<file path="config.mk">
export PLATFORM = sky130hd
export DESIGN_NAME = hex_ascii_frame_receiver_core
export DESIGN_NICKNAME = d
export VERILOG_FILES = /design/src/sv/hafr_pkg.sv /design/src/sv/hafr_cfg.sv /design/src/sv/hafr_engine.sv /design/src/sv/hex_ascii_frame_receiver_core.sv
export SDC_FILE = /design/constraint.sdc
export NUM_CORES = 1
export LEC_CHECK = 0
export CAP_MARGIN = 15
export CORE_MARGIN = 8
export CORE_UTILIZATION = 55
export DETAILED_ROUTE_END_ITERATION = 16
export DONT_BUFFER_PORTS = 1
export PLACE_DENSITY_LB_ADDON = 0.15
export SLEW_MARGIN = 25
export SYNTH_ARGS = -nofsm -noshare
export SYNTH_HDL_FRONTEND = slang
export SYNTH_SLANG_ARGS = --single-unit
</file>
<file path="constraint.sdc">
create_clock -name clk -period 22.3 [get_ports clk]
set_input_delay 0 -clock clk [delete_from_list [all_inputs] [get_ports clk]]
set_output_delay 0 -clock clk [all_outputs]
set_load 0.01 [all_outputs]
</file>
<file path="src/sv/hafr_pkg.sv">
// ----------------------------------------------------------------------------
// hafr_pkg
// Shared types and constants for the hex ascii frame receiver: item structs,
// configuration codes, character codes and the hex digit decoder.
// ----------------------------------------------------------------------------
package hafr_pkg;

  localparam int unsigned FRAME_CAPACITY = 64;
  localparam int unsigned LEN_W          = $clog2(FRAME_CAPACITY + 1);
  localparam int unsigned IDX_W          = 7;
  localparam int unsigned FLAGS_W        = 5;
  localparam int unsigned CNT_W          = 32;
  localparam int unsigned CFG_IDX_W      = 1;
  localparam int unsigned CFG_DATA_W     = 8;

  localparam logic [CFG_IDX_W-1:0] CFG_CHECKSUM_SEED = 1'b0;
  localparam logic [CFG_IDX_W-1:0] CFG_END_CHAR      = 1'b1;

  localparam logic [7:0] SEED_RESET     = 8'h55;
  localparam logic [7:0] END_CHAR_RESET = 8'h0a;

  localparam logic ACT_START = 1'b0;
  localparam logic ACT_CHAR  = 1'b1;

  localparam logic KIND_BYTE   = 1'b0;
  localparam logic KIND_STATUS = 1'b1;

  localparam logic [7:0] CHAR_DIGIT_0 = 8'h30;
  localparam logic [7:0] CHAR_DIGIT_9 = 8'h39;
  localparam logic [7:0] CHAR_UPPER_A = 8'h41;
  localparam logic [7:0] CHAR_UPPER_F = 8'h46;
  localparam logic [7:0] HEX_TEN      = 8'h0a;

  localparam int unsigned FLAG_DANGLING  = 0;
  localparam int unsigned FLAG_RUNT      = 1;
  localparam int unsigned FLAG_CHECKSUM  = 2;
  localparam int unsigned FLAG_BAD_CHAR  = 3;
  localparam int unsigned FLAG_TRUNCATED = 4;

  localparam int unsigned MIN_FRAME_LEN = 2;

  typedef struct packed {
    logic       action;
    logic [7:0] char_code;
  } in_item_t;

  typedef struct packed {
    logic               kind;
    logic [7:0]         data_byte;
    logic [IDX_W-1:0]   byte_index;
    logic [FLAGS_W-1:0] end_flags;
    logic               frame_ok;
    logic [CNT_W-1:0]   good_frames;
    logic [CNT_W-1:0]   bad_frames;
    logic [CNT_W-1:0]   checksum_errors;
    logic [CNT_W-1:0]   runt_frames;
    logic [CNT_W-1:0]   bad_characters;
    logic [CNT_W-1:0]   dangling_nibbles;
  } out_item_t;

  typedef struct packed {
    logic [7:0] checksum_seed;
    logic [7:0] end_char;
  } cfg_t;

  typedef struct packed {
    logic       valid;
    logic [3:0] value;
  } hex_nib_t;

  function automatic hex_nib_t hex_digit(input logic [7:0] c);
    hex_nib_t   r;
    logic [7:0] t;
    r = '0;
    t = '0;
    if (c >= CHAR_DIGIT_0 && c <= CHAR_DIGIT_9) begin
      t       = c - CHAR_DIGIT_0;
      r.valid = 1'b1;
      r.value = t[3:0];
    end else if (c >= CHAR_UPPER_A && c <= CHAR_UPPER_F) begin
      t       = c - CHAR_UPPER_A + HEX_TEN;
      r.valid = 1'b1;
      r.value = t[3:0];
    end
    return r;
  endfunction

endpackage

</file>
<file path="src/sv/hafr_cfg.sv">
// ----------------------------------------------------------------------------
// hafr_cfg
// Configuration registers: checksum seed and end-of-frame character.
// ----------------------------------------------------------------------------
module hafr_cfg (
  input  logic                            clk,
  input  logic                            rst_n,
  input  logic                            cfg_we,
  input  logic [hafr_pkg::CFG_IDX_W-1:0]  cfg_index,
  input  logic [hafr_pkg::CFG_DATA_W-1:0] cfg_data,
  output hafr_pkg::cfg_t                  cfg
);

  hafr_pkg::cfg_t cfg_r;
  hafr_pkg::cfg_t cfg_nxt;

  always_comb begin
    cfg_nxt = cfg_r;
    if (cfg_we) begin
      case (cfg_index)
        hafr_pkg::CFG_CHECKSUM_SEED: cfg_nxt.checksum_seed = cfg_data[7:0];
        hafr_pkg::CFG_END_CHAR:      cfg_nxt.end_char      = cfg_data[7:0];
        default: cfg_nxt = cfg_r;
      endcase
    end
  end

  always_ff @(posedge clk) begin
    if (!rst_n) begin
      cfg_r.checksum_seed <= hafr_pkg::SEED_RESET;
      cfg_r.end_char      <= hafr_pkg::END_CHAR_RESET;
    end else begin
      cfg_r <= cfg_nxt;
    end
  end

  assign cfg = cfg_r;

endmodule

</file>
<file path="src/sv/hafr_engine.sv">
// ----------------------------------------------------------------------------
// hafr_engine
// Frame state and event counters. Decodes one registered character per
// enabled cycle and forms the byte or end-of-frame result.
// ----------------------------------------------------------------------------
module hafr_engine (
  input  logic                clk,
  input  logic                rst_n,
  input  logic                fire,
  input  hafr_pkg::in_item_t  item,
  input  hafr_pkg::cfg_t      cfg,
  output logic                res_valid,
  output hafr_pkg::out_item_t res
);

  logic [7:0]                 sum_r,      sum_nxt;
  logic                       exp_low_r,  exp_low_nxt;
  logic [3:0]                 hold_r,     hold_nxt;
  logic                       err_r,      err_nxt;
  logic [hafr_pkg::LEN_W-1:0] len_r,      len_nxt;
  logic                       trunc_r,    trunc_nxt;
  logic [hafr_pkg::CNT_W-1:0] good_r,     good_nxt;
  logic [hafr_pkg::CNT_W-1:0] bad_r,      bad_nxt;
  logic [hafr_pkg::CNT_W-1:0] chk_r,      chk_nxt;
  logic [hafr_pkg::CNT_W-1:0] runt_r,     runt_nxt;
  logic [hafr_pkg::CNT_W-1:0] badch_r,    badch_nxt;
  logic [hafr_pkg::CNT_W-1:0] dang_r,     dang_nxt;

  hafr_pkg::hex_nib_t           nib;
  logic [7:0]                   byte_val;
  logic [hafr_pkg::FLAGS_W-1:0] flags;

  always_comb begin
    nib       = hafr_pkg::hex_digit(item.char_code);
    byte_val  = {hold_r, nib.value};
    flags     = '0;
    sum_nxt   = sum_r;
    exp_low_nxt = exp_low_r;
    hold_nxt  = hold_r;
    err_nxt   = err_r;
    len_nxt   = len_r;
    trunc_nxt = trunc_r;
    good_nxt  = good_r;
    bad_nxt   = bad_r;
    chk_nxt   = chk_r;
    runt_nxt  = runt_r;
    badch_nxt = badch_r;
    dang_nxt  = dang_r;
    res_valid = 1'b0;
    res       = '0;

    if (fire) begin
      if (item.action == hafr_pkg::ACT_START) begin
        sum_nxt     = cfg.checksum_seed;
        exp_low_nxt = 1'b1;
        hold_nxt    = '0;
        err_nxt     = 1'b0;
        len_nxt     = '0;
        trunc_nxt   = 1'b0;
      end else if (item.char_code == cfg.end_char) begin
        flags[hafr_pkg::FLAG_BAD_CHAR] = err_r;
        if (exp_low_r) begin
          err_nxt  = 1'b1;
          dang_nxt = dang_r + 1'b1;
          flags[hafr_pkg::FLAG_DANGLING] = 1'b1;
        end
        if (len_r < hafr_pkg::LEN_W'(hafr_pkg::MIN_FRAME_LEN)) begin
          runt_nxt = runt_r + 1'b1;
          bad_nxt  = bad_nxt + 1'b1;
          err_nxt  = 1'b1;
          flags[hafr_pkg::FLAG_RUNT] = 1'b1;
        end
        if (sum_r != 8'd0) begin
          chk_nxt = chk_r + 1'b1;
          bad_nxt = bad_nxt + 1'b1;
          err_nxt = 1'b1;
          flags[hafr_pkg::FLAG_CHECKSUM] = 1'b1;
        end
        flags[hafr_pkg::FLAG_TRUNCATED] = trunc_r;
        if (!err_nxt) begin
          good_nxt = good_r + 1'b1;
        end
        res_valid      = 1'b1;
        res.kind       = hafr_pkg::KIND_STATUS;
        res.byte_index = hafr_pkg::IDX_W'(len_r);
        res.end_flags  = flags;
        res.frame_ok   = !err_nxt && !trunc_r;
      end else if (!nib.valid) begin
        badch_nxt = badch_r + 1'b1;
        if (!err_r) begin
          bad_nxt = bad_r + 1'b1;
          err_nxt = 1'b1;
        end
      end else if (!exp_low_r) begin
        hold_nxt    = nib.value;
        exp_low_nxt = 1'b1;
      end else begin
        if (len_r < hafr_pkg::LEN_W'(hafr_pkg::FRAME_CAPACITY)) begin
          len_nxt = len_r + 1'b1;
        end else begin
          trunc_nxt = 1'b1;
        end
        sum_nxt        = sum_r - byte_val;
        exp_low_nxt    = 1'b0;
        res_valid      = 1'b1;
        res.kind       = hafr_pkg::KIND_BYTE;
        res.data_byte  = byte_val;
        res.byte_index = hafr_pkg::IDX_W'(len_r);
      end
    end

    res.good_frames      = good_nxt;
    res.bad_frames       = bad_nxt;
    res.checksum_errors  = chk_nxt;
    res.runt_frames      = runt_nxt;
    res.bad_characters   = badch_nxt;
    res.dangling_nibbles = dang_nxt;
  end

  always_ff @(posedge clk) begin
    if (!rst_n) begin
      sum_r     <= hafr_pkg::SEED_RESET;
      exp_low_r <= 1'b1;
      hold_r    <= '0;
      err_r     <= 1'b0;
      len_r     <= '0;
      trunc_r   <= 1'b0;
      good_r    <= '0;
      bad_r     <= '0;
      chk_r     <= '0;
      runt_r    <= '0;
      badch_r   <= '0;
      dang_r    <= '0;
    end else begin
      sum_r     <= sum_nxt;
      exp_low_r <= exp_low_nxt;
      hold_r    <= hold_nxt;
      err_r     <= err_nxt;
      len_r     <= len_nxt;
      trunc_r   <= trunc_nxt;
      good_r    <= good_nxt;
      bad_r     <= bad_nxt;
      chk_r     <= chk_nxt;
      runt_r    <= runt_nxt;
      badch_r   <= badch_nxt;
      dang_r    <= dang_nxt;
    end
  end

endmodule

</file>
<file path="src/sv/hex_ascii_frame_receiver_core.sv">
// ----------------------------------------------------------------------------
// hex_ascii_frame_receiver_core
// Hex ascii frame receiver: decodes hex digit pairs into bytes with a
// subtractive checksum and reports end-of-frame status with event counters.
//
//   channel  direction  handshake            payload
//   in       input      in_valid / in_stall  in_item  (action, char_code)
//   out      output     out_valid/ out_stall out_item (byte or status)
//   cfg      input      cfg_we               cfg_index, cfg_data
//
// one character per cycle while the result is not stalled; from input transfer
// to result: input register, then result register after the frame state update
// synchronous active-low reset restores the registers and clears all counters
// a stalled result holds the pipeline; the input register still takes one
// character while the result waits
// ----------------------------------------------------------------------------
module hex_ascii_frame_receiver_core (
  input  logic                            clk,
  input  logic                            rst_n,
  input  logic                            in_valid,
  output logic                            in_stall,
  input  hafr_pkg::in_item_t              in_item,
  output logic                            out_valid,
  input  logic                            out_stall,
  output hafr_pkg::out_item_t             out_item,
  input  logic                            cfg_we,
  input  logic [hafr_pkg::CFG_IDX_W-1:0]  cfg_index,
  input  logic [hafr_pkg::CFG_DATA_W-1:0] cfg_data
);

  logic                s1_valid_r;
  hafr_pkg::in_item_t  s1_item_r;
  logic                out_valid_r;
  hafr_pkg::out_item_t out_item_r;
  logic                advance;
  logic                fire;
  logic                res_valid;
  hafr_pkg::out_item_t res;
  hafr_pkg::cfg_t      cfg;

  hafr_cfg u_cfg (
    .clk       (clk),
    .rst_n     (rst_n),
    .cfg_we    (cfg_we),
    .cfg_index (cfg_index),
    .cfg_data  (cfg_data),
    .cfg       (cfg)
  );

  assign advance  = !out_valid_r || !out_stall;
  assign fire     = s1_valid_r && advance;
  assign in_stall = s1_valid_r && !advance;

  hafr_engine u_engine (
    .clk       (clk),
    .rst_n     (rst_n),
    .fire      (fire),
    .item      (s1_item_r),
    .cfg       (cfg),
    .res_valid (res_valid),
    .res       (res)
  );

  // input register
  always_ff @(posedge clk) begin
    if (!rst_n) begin
      s1_valid_r <= 1'b0;
    end else if (!in_stall) begin
      s1_valid_r <= in_valid;
    end
  end

  always_ff @(posedge clk) begin
    if (in_valid && !in_stall) begin
      s1_item_r <= in_item;
    end
  end

  // result register
  always_ff @(posedge clk) begin
    if (!rst_n) begin
      out_valid_r <= 1'b0;
    end else if (advance) begin
      out_valid_r <= res_valid;
    end
  end

  always_ff @(posedge clk) begin
    if (advance && res_valid) begin
      out_item_r <= res;
    end
  end

  assign out_valid = out_valid_r;
  assign out_item  = out_item_r;

endmodule

</file>
# Word level (Yosys, flattened, before mapping)
# Cells that the tools add are included.
[word_totals] reg_bits=455 in_bits=23 out_inout_bits=216
[op_classes] n_addsub=12 n_lt_le_gt_ge=6 n_eq_ne=8 muxes=74 bitwise=5 reduce_logical=26
[op_table] cell="2-to-1 mux 32 bit" n=30
[op_table] cell="adder 32 x 1 -> 32 bit (second input constant)" n=7
[op_table] cell="2-to-1 mux 7 bit" n=6
[op_table] cell="2-to-1 mux 8 bit" n=4
[op_table] cell="2-to-1 mux 1 bit" n=26
[op_table] cell="2-to-1 mux 16 bit" n=1
[op_table] cell="2-to-1 mux 4 bit" n=4
[op_table] cell="2-to-1 mux 15 bit" n=1
[op_table] cell="2-to-1 mux 5 bit" n=2
[op_table] cell="AND reduction 5 bit" n=2
[op_table] cell="== test 8 bit" n=1
[op_table] cell=">= comparator 8 x 6 -> 1 bit (second input constant)" n=1
[op_table] cell=">= comparator 8 x 7 -> 1 bit (second input constant)" n=1
[op_table] cell="less-or-equal comparator 8 x 6 -> 1 bit (second input constant)" n=1
[op_table] cell="less-or-equal comparator 8 x 7 -> 1 bit (second input constant)" n=1
[op_table] cell="AND reduction 2 bit" n=4
[op_table] cell="AND reduction 4 bit" n=2
[op_table] cell="nonzero test 8 bit" n=1
[op_table] cell="subtractor 4 x 1 -> 4 bit (second input constant)" n=2
[op_table] cell="subtractor 8 bit" n=1
[op_table] cell="adder 7 x 1 -> 7 bit (second input constant)" n=1
[op_table] cell="logical AND 1 bit" n=7
[op_table] cell="< comparator 7 x 2 -> 1 bit (second input constant)" n=1
[op_table] cell="< comparator 7 bit (second input constant)" n=1
[op_table] cell="other kinds (9)" n=23

# Logic depth before layout (Yosys ltp)
[logic_depth] depth_word=10 mapped_depth=17

# Cells and area by module
# From an unflattened synthesis, not the netlist that was laid out.
[hier_totals] cells_unflattened=1867 area_unflattened_um2=20164.3
[by_module_without_submodules] module="hafr_engine" instances=1 cells_per_inst=1565 area_each_um2=12733.5
[by_module_without_submodules] module="hex_ascii_frame_receiver_core" instances=1 cells_per_inst=232 area_each_um2=6787.8
[by_module_without_submodules] module="hafr_cfg" instances=1 cells_per_inst=70 area_each_um2=643.1

# Worst setup path after synthesis
# Ideal clock, no wire load.
[synth_path] path_kind="register to register" from="register s1_item_r[0] (netlist name)" to="register out_item_r, in the netlist out_item[198], data pin" setup_time_ns=0.211 arrival_ns=13.058 required_ns=22.089 slack_ns=9.031 path_stages_with_launch=9 path_cell_list="edfxtp_1 inv_1 ha_1 o21bai_1 a2111oi_2 or2_2 nand2_1 a21oi_1 and2_1"
[synth_between] elab_chain_cells=6
[synth_lines] item="start, declared" line_no="hex_ascii_frame_receiver_core.sv:32" source="hafr_pkg::in_item_t s1_item_r;"
[synth_lines] item="start signal, assigned" line_no="hex_ascii_frame_receiver_core.sv:75" source="s1_item_r <= in_item;"
[synth_lines] item=">= comparator 8 x 7 -> 1 bit / less-or-equal comparator 8 x 7 -> 1 bit (equally long branches)" line_no="hafr_pkg.sv:80" source="end else if (c >= CHAR_UPPER_A && c <= CHAR_UPPER_F) begin"
[synth_lines] item="logical AND 1 bit" line_no="hafr_pkg.sv:80"
[synth_lines] item="2-to-1 mux 5 bit" line_no="hafr_pkg.sv:80"
[synth_lines] item="2-to-1 mux 5 bit" line_no="hafr_pkg.sv:76" source="if (c >= CHAR_DIGIT_0 && c <= CHAR_DIGIT_9) begin"
[synth_lines] item="2-to-1 mux 16 bit" line_no="hafr_engine.sv:88" source="end else if (!nib.valid) begin"
[synth_lines] item="2-to-1 mux 7 bit (*)" line_no="hafr_engine.sv:60" source="end else if (item.char_code == cfg.end_char) begin"
[synth_lines] item="end signal, assigned" line_no="hex_ascii_frame_receiver_core.sv:90" source="out_item_r <= res;"
[synth_lines] item="end, declared" line_no="hex_ascii_frame_receiver_core.sv:34" source="hafr_pkg::out_item_t out_item_r;"
# Mark *: on every way between the ends. The rest lies on a longest branch, timed or not.
# A chain may end at the register's enable or synchronous reset.

==> results by group <==
Yosys
  • #FFs+latches synth: 455
  • Synth top area share: 0.334
  • Syn. warnings: 0
  • Number of synthesized flops with an enable pin: approximately 220
  • Synth async-reset ratio: 0
  • Mapped Area: 20000 um^2
  • Synth top area cells: edfxtp_1 (33%), dfxtp_1 (23%), xnor2_1 (6.6%), and2_1 (6.3%), nand2_1 (3.6%)
  • Avg Cell Area, Syn: 10.6 um^2
  • Mapped Cells: 1889
  • Prevailing post-synth register cell: dfxtp_1
  • Leading area contributor after synthesis: edfxtp_1
  • Syn_nets: just under 2000
  • Post-synthesis sequential area ratio: 0.566
  • Distinct cells, synth: 80

STA
  • Final period utilization: 0.205
  • RSZ-0062 raised after global routing: no
  • Slew Limit Fails: 0
  • Max frequency: 219 MHz
  • Max-Slew Margin vs Limit: 0.317
  • Fin Hold WS: 0.0562 ns
  • Clock skew: between 0.02 and 0.03 ns
  • Actual transition at the worst max-transition pin: a little over 1 ns
  • Post-Route Setup TNS: 0 ns
  • # setup viols final: 0
  • Final min period: 4.56 ns
  • Endpoints failing hold: 0

Floorplan
  • Die H: around 210 um
  • Core area: between 30000 and 40000 um^2
  • Starting Density: 0.552
  • FP Rows: 70
  • Ports: approximately 240
  • DIE AREA: around 43000 um^2
  • Die Span X: roughly 210 um

CTS
  • CTS sink cnt: about 460
  • CTS tree: built
  • Clk slew on worst S/H paths: around 0.06 ns
  • CTS root buf: clkbuf_16
  • CTS H-Tree Depth: 2
  • Post-CTS setup buffers: 0
  • Max clock buf depth: 3
  • PostCTS Resize Cnt: 0
  • CTS Buf Count: 47
  • Clock Latency Late Sink: ~0.57 ns

Pwr
  • Leak: about 7.7 nW
  • Cell Int Power: ~0.0014 W
  • Combinational power share: 0.027
  • Clock power share: 0.458
  • Net Sw Power: between 0.0003 and 0.0004 W
  • Worst VDD drop: about 0.05 mV
  • Sequential power share: 0.515
  • Switching Fraction: 0.209
  • Pwr Density: 77.0 nW/um^2

Critical path
  • Crit start category: flop
  • Worst EP arrival: between 5 and 6 ns
  • Max FO, Critical Path: 32
  • CP required: 22.76 ns
  • Worst Setup End Kind: flop
  • Path type of the worst setup path: flop to flop
  • Reg-to-reg setup timing slack: between 15 and 20 ns

Routing
  • DR WL/cell: 19.8 um
  • Vias: around 14000
  • DR pass1 iterations: 5
  • Post-DRT Antenna Nets: 0
  • DRT Wirelength: 47700 um
  • DRC violations left: 0
  • Starting DRT DRC Count: roughly 1100
  • Via-per-instance ratio: between 5 and 6

Global route
  • Vias in the first global route: 13400
  • GRT overflow: 0
  • Initial antenna violation count: 1
  • Largest net degree at the start of global routing: approximately 200
  • Total global-route track usage: 0.219
  • First-pass GRT wire length: about 74000 um

Final layout
  • Multi-input logic area: 8280 um^2
  • Final instance area: about 22000 um^2
  • Share of layout cells above drive strength 1: 0.0637
  • Filler cells: between 2000 and 3000
  • Area Growth Syn to Fin: 11.8%
  • FF+latch area: 11300 um^2
  • Total Nets Final: roughly 1900

Place
  • Quantity of I/O buffers inserted on ports: 0
  • HPWL after DPL: ~32000 um
  • Dpl cell area: between 20000 and 25000 um^2
  • Routability cong.: a little over 0.9

Run status
  • Outcome: completed

Hold path
  • Tightest Hold Check Type: input pin to flop

Run
  • Maxcap violations: 0
[repair_timing]
action                     4_1_cts  5_1_grt
hold buffers                    37        0
setup endpoints to repair        0        0
hold endpoints to repair       239        0
[logic make-up after synthesis]
kind of cell	share of synthesized area
AO/OA/AOI/OAI	0.0654
XOR/XNOR	0.0962
adder cells (fa/ha/maj)	0.0121
buffers and inverters	0.0215
flip-flops	0.566
multiplexers	0.00375
AND/OR/NAND/NOR	0.235
[power by group through the flow]
stage	sequential, W	clock (W)	combinational [W]
2_1_floorplan	0.000904	0	0.0000306
3_5_place_dp	0.000907	0	0.0000346
6_report	0.000889	0.000789	0.0000461
5_1_grt	0.000889	0.000842	0.0000509
3_3_place_gp	0.000906	0	0.0000343
4_1_cts	0.000889	0.000808	0.0000456
[final timing paths]
| kind | from | endpoint | cells after the start |
|---|---|---|---|
| setup / recovery | s1_item_r[8] | u_engine.good_r[31] | 10 |
| hold reg to reg | u_engine.hold_r[1] | u_engine.hold_r[1] | 2 |
| setup reg to reg | s1_item_r[8] | u_engine.good_r[31] | 10 |
| hold / removal | in_item[5] | s1_item_r[5] | 1 |
[critical path: stages (launching register included)]
cell,delay [ns]
edfxtp_1,0.89
and2_1,0.23
buf_4,0.34
nand3_1,0.43
clkinv_1,0.55
and2_1,0.42
nand3_1,0.29
nor4_1,0.74
nand4_1,0.22
xnor2_1,0.18
and2_1,0.15
[cell type report]
type | count | share of cell area
Timing Repair Buffer | 47 | 0.0221
Multi-Input combinational cell | 1326 | 0.370
Clock buffer | 62 | 0.0578
Tap cell | 468 | 0.0261
Sequential cell | 455 | 0.506
Inverter | 30 | 0.00503
Antenna cell | 1 | 0.000112
Clock inverter | 26 | 0.0125
[per-layer routing]
metal	up-vias	global-route usage	part of all wire
li1	6726	-	-
met1	6529	0.288	0.44
met2	423	0.355	0.47
met3	81	0.0509	0.066
met4	0	0.0707	0.026
met5	-	0	0
[placed cells by master (no fill, tap or decap), types with 11 or more instances in the layout]
| cell | count |
|---|---|
| o21ai_0 | 51 |
| a21oi_1 | 72 |
| nor3_1 | 37 |
| nand4_1 | 54 |
| nand3_1 | 94 |
| or3_1 | 14 |
| xnor2_1 | 152 |
| clkbuf_16 | 48 |
| nor2_1 | 120 |
| dfxtp_1 | 232 |
| nand2_1 | 194 |
| and2_1 | 201 |
| inv_1 | 27 |
| and3_1 | 50 |
| a31oi_1 | 11 |
| xor2_1 | 68 |
| ha_1 | 17 |
| edfxtp_1 | 223 |
| dlygate4sd3_1 | 36 |
| and4_1 | 18 |
| nor4_1 | 19 |
[state kept, by name, summed over array words and instances, names as in the netlist, 4 cells and up]
name              flops
out_item            214
s1_item_r             9
u_cfg.cfg            16
u_engine.bad_r       32
u_engine.badch_r     32
u_engine.chk_r       32
u_engine.dang_r      32
u_engine.good_r      32
u_engine.hold_r       4
u_engine.len_r        7
u_engine.runt_r      32
u_engine.sum_r        8
[cell usage after synthesis (50+ instances only)]
| cell | instances |
|---|---|
| a21oi_1 | 73 |
| nand2_1 | 194 |
| xor2_1 | 68 |
| dfxtp_1 | 232 |
| nand4_1 | 54 |
| and3_1 | 50 |
| edfxtp_1 | 223 |
| nand3_1 | 94 |
| and2_1 | 201 |
| nor2_1 | 120 |
| o21ai_0 | 51 |
| clkbuf_1 | 62 |
| xnor2_1 | 152 |
[through the flow]
| stage | std cells | util | setup slack (ns) | power [W] |
|---|---|---|---|---|
| 3_3_place_gp | 2288 | 0.563 | 17.87 | 0.000941 |
| 5_1_grt | 2415 | 0.618 | 17.34 | 0.00178 |
| 3_5_place_dp | 2288 | 0.563 | 17.84 | 0.000941 |
| 4_1_cts | 2413 | 0.617 | 17.83 | 0.00174 |
| 2_1_floorplan | 1889 | - | 9.03 | 0.000934 |
| 6_report | 2415 | 0.618 | 17.74 | 0.00172 |
Note: power is estimated with default switching activity, not from simulation.
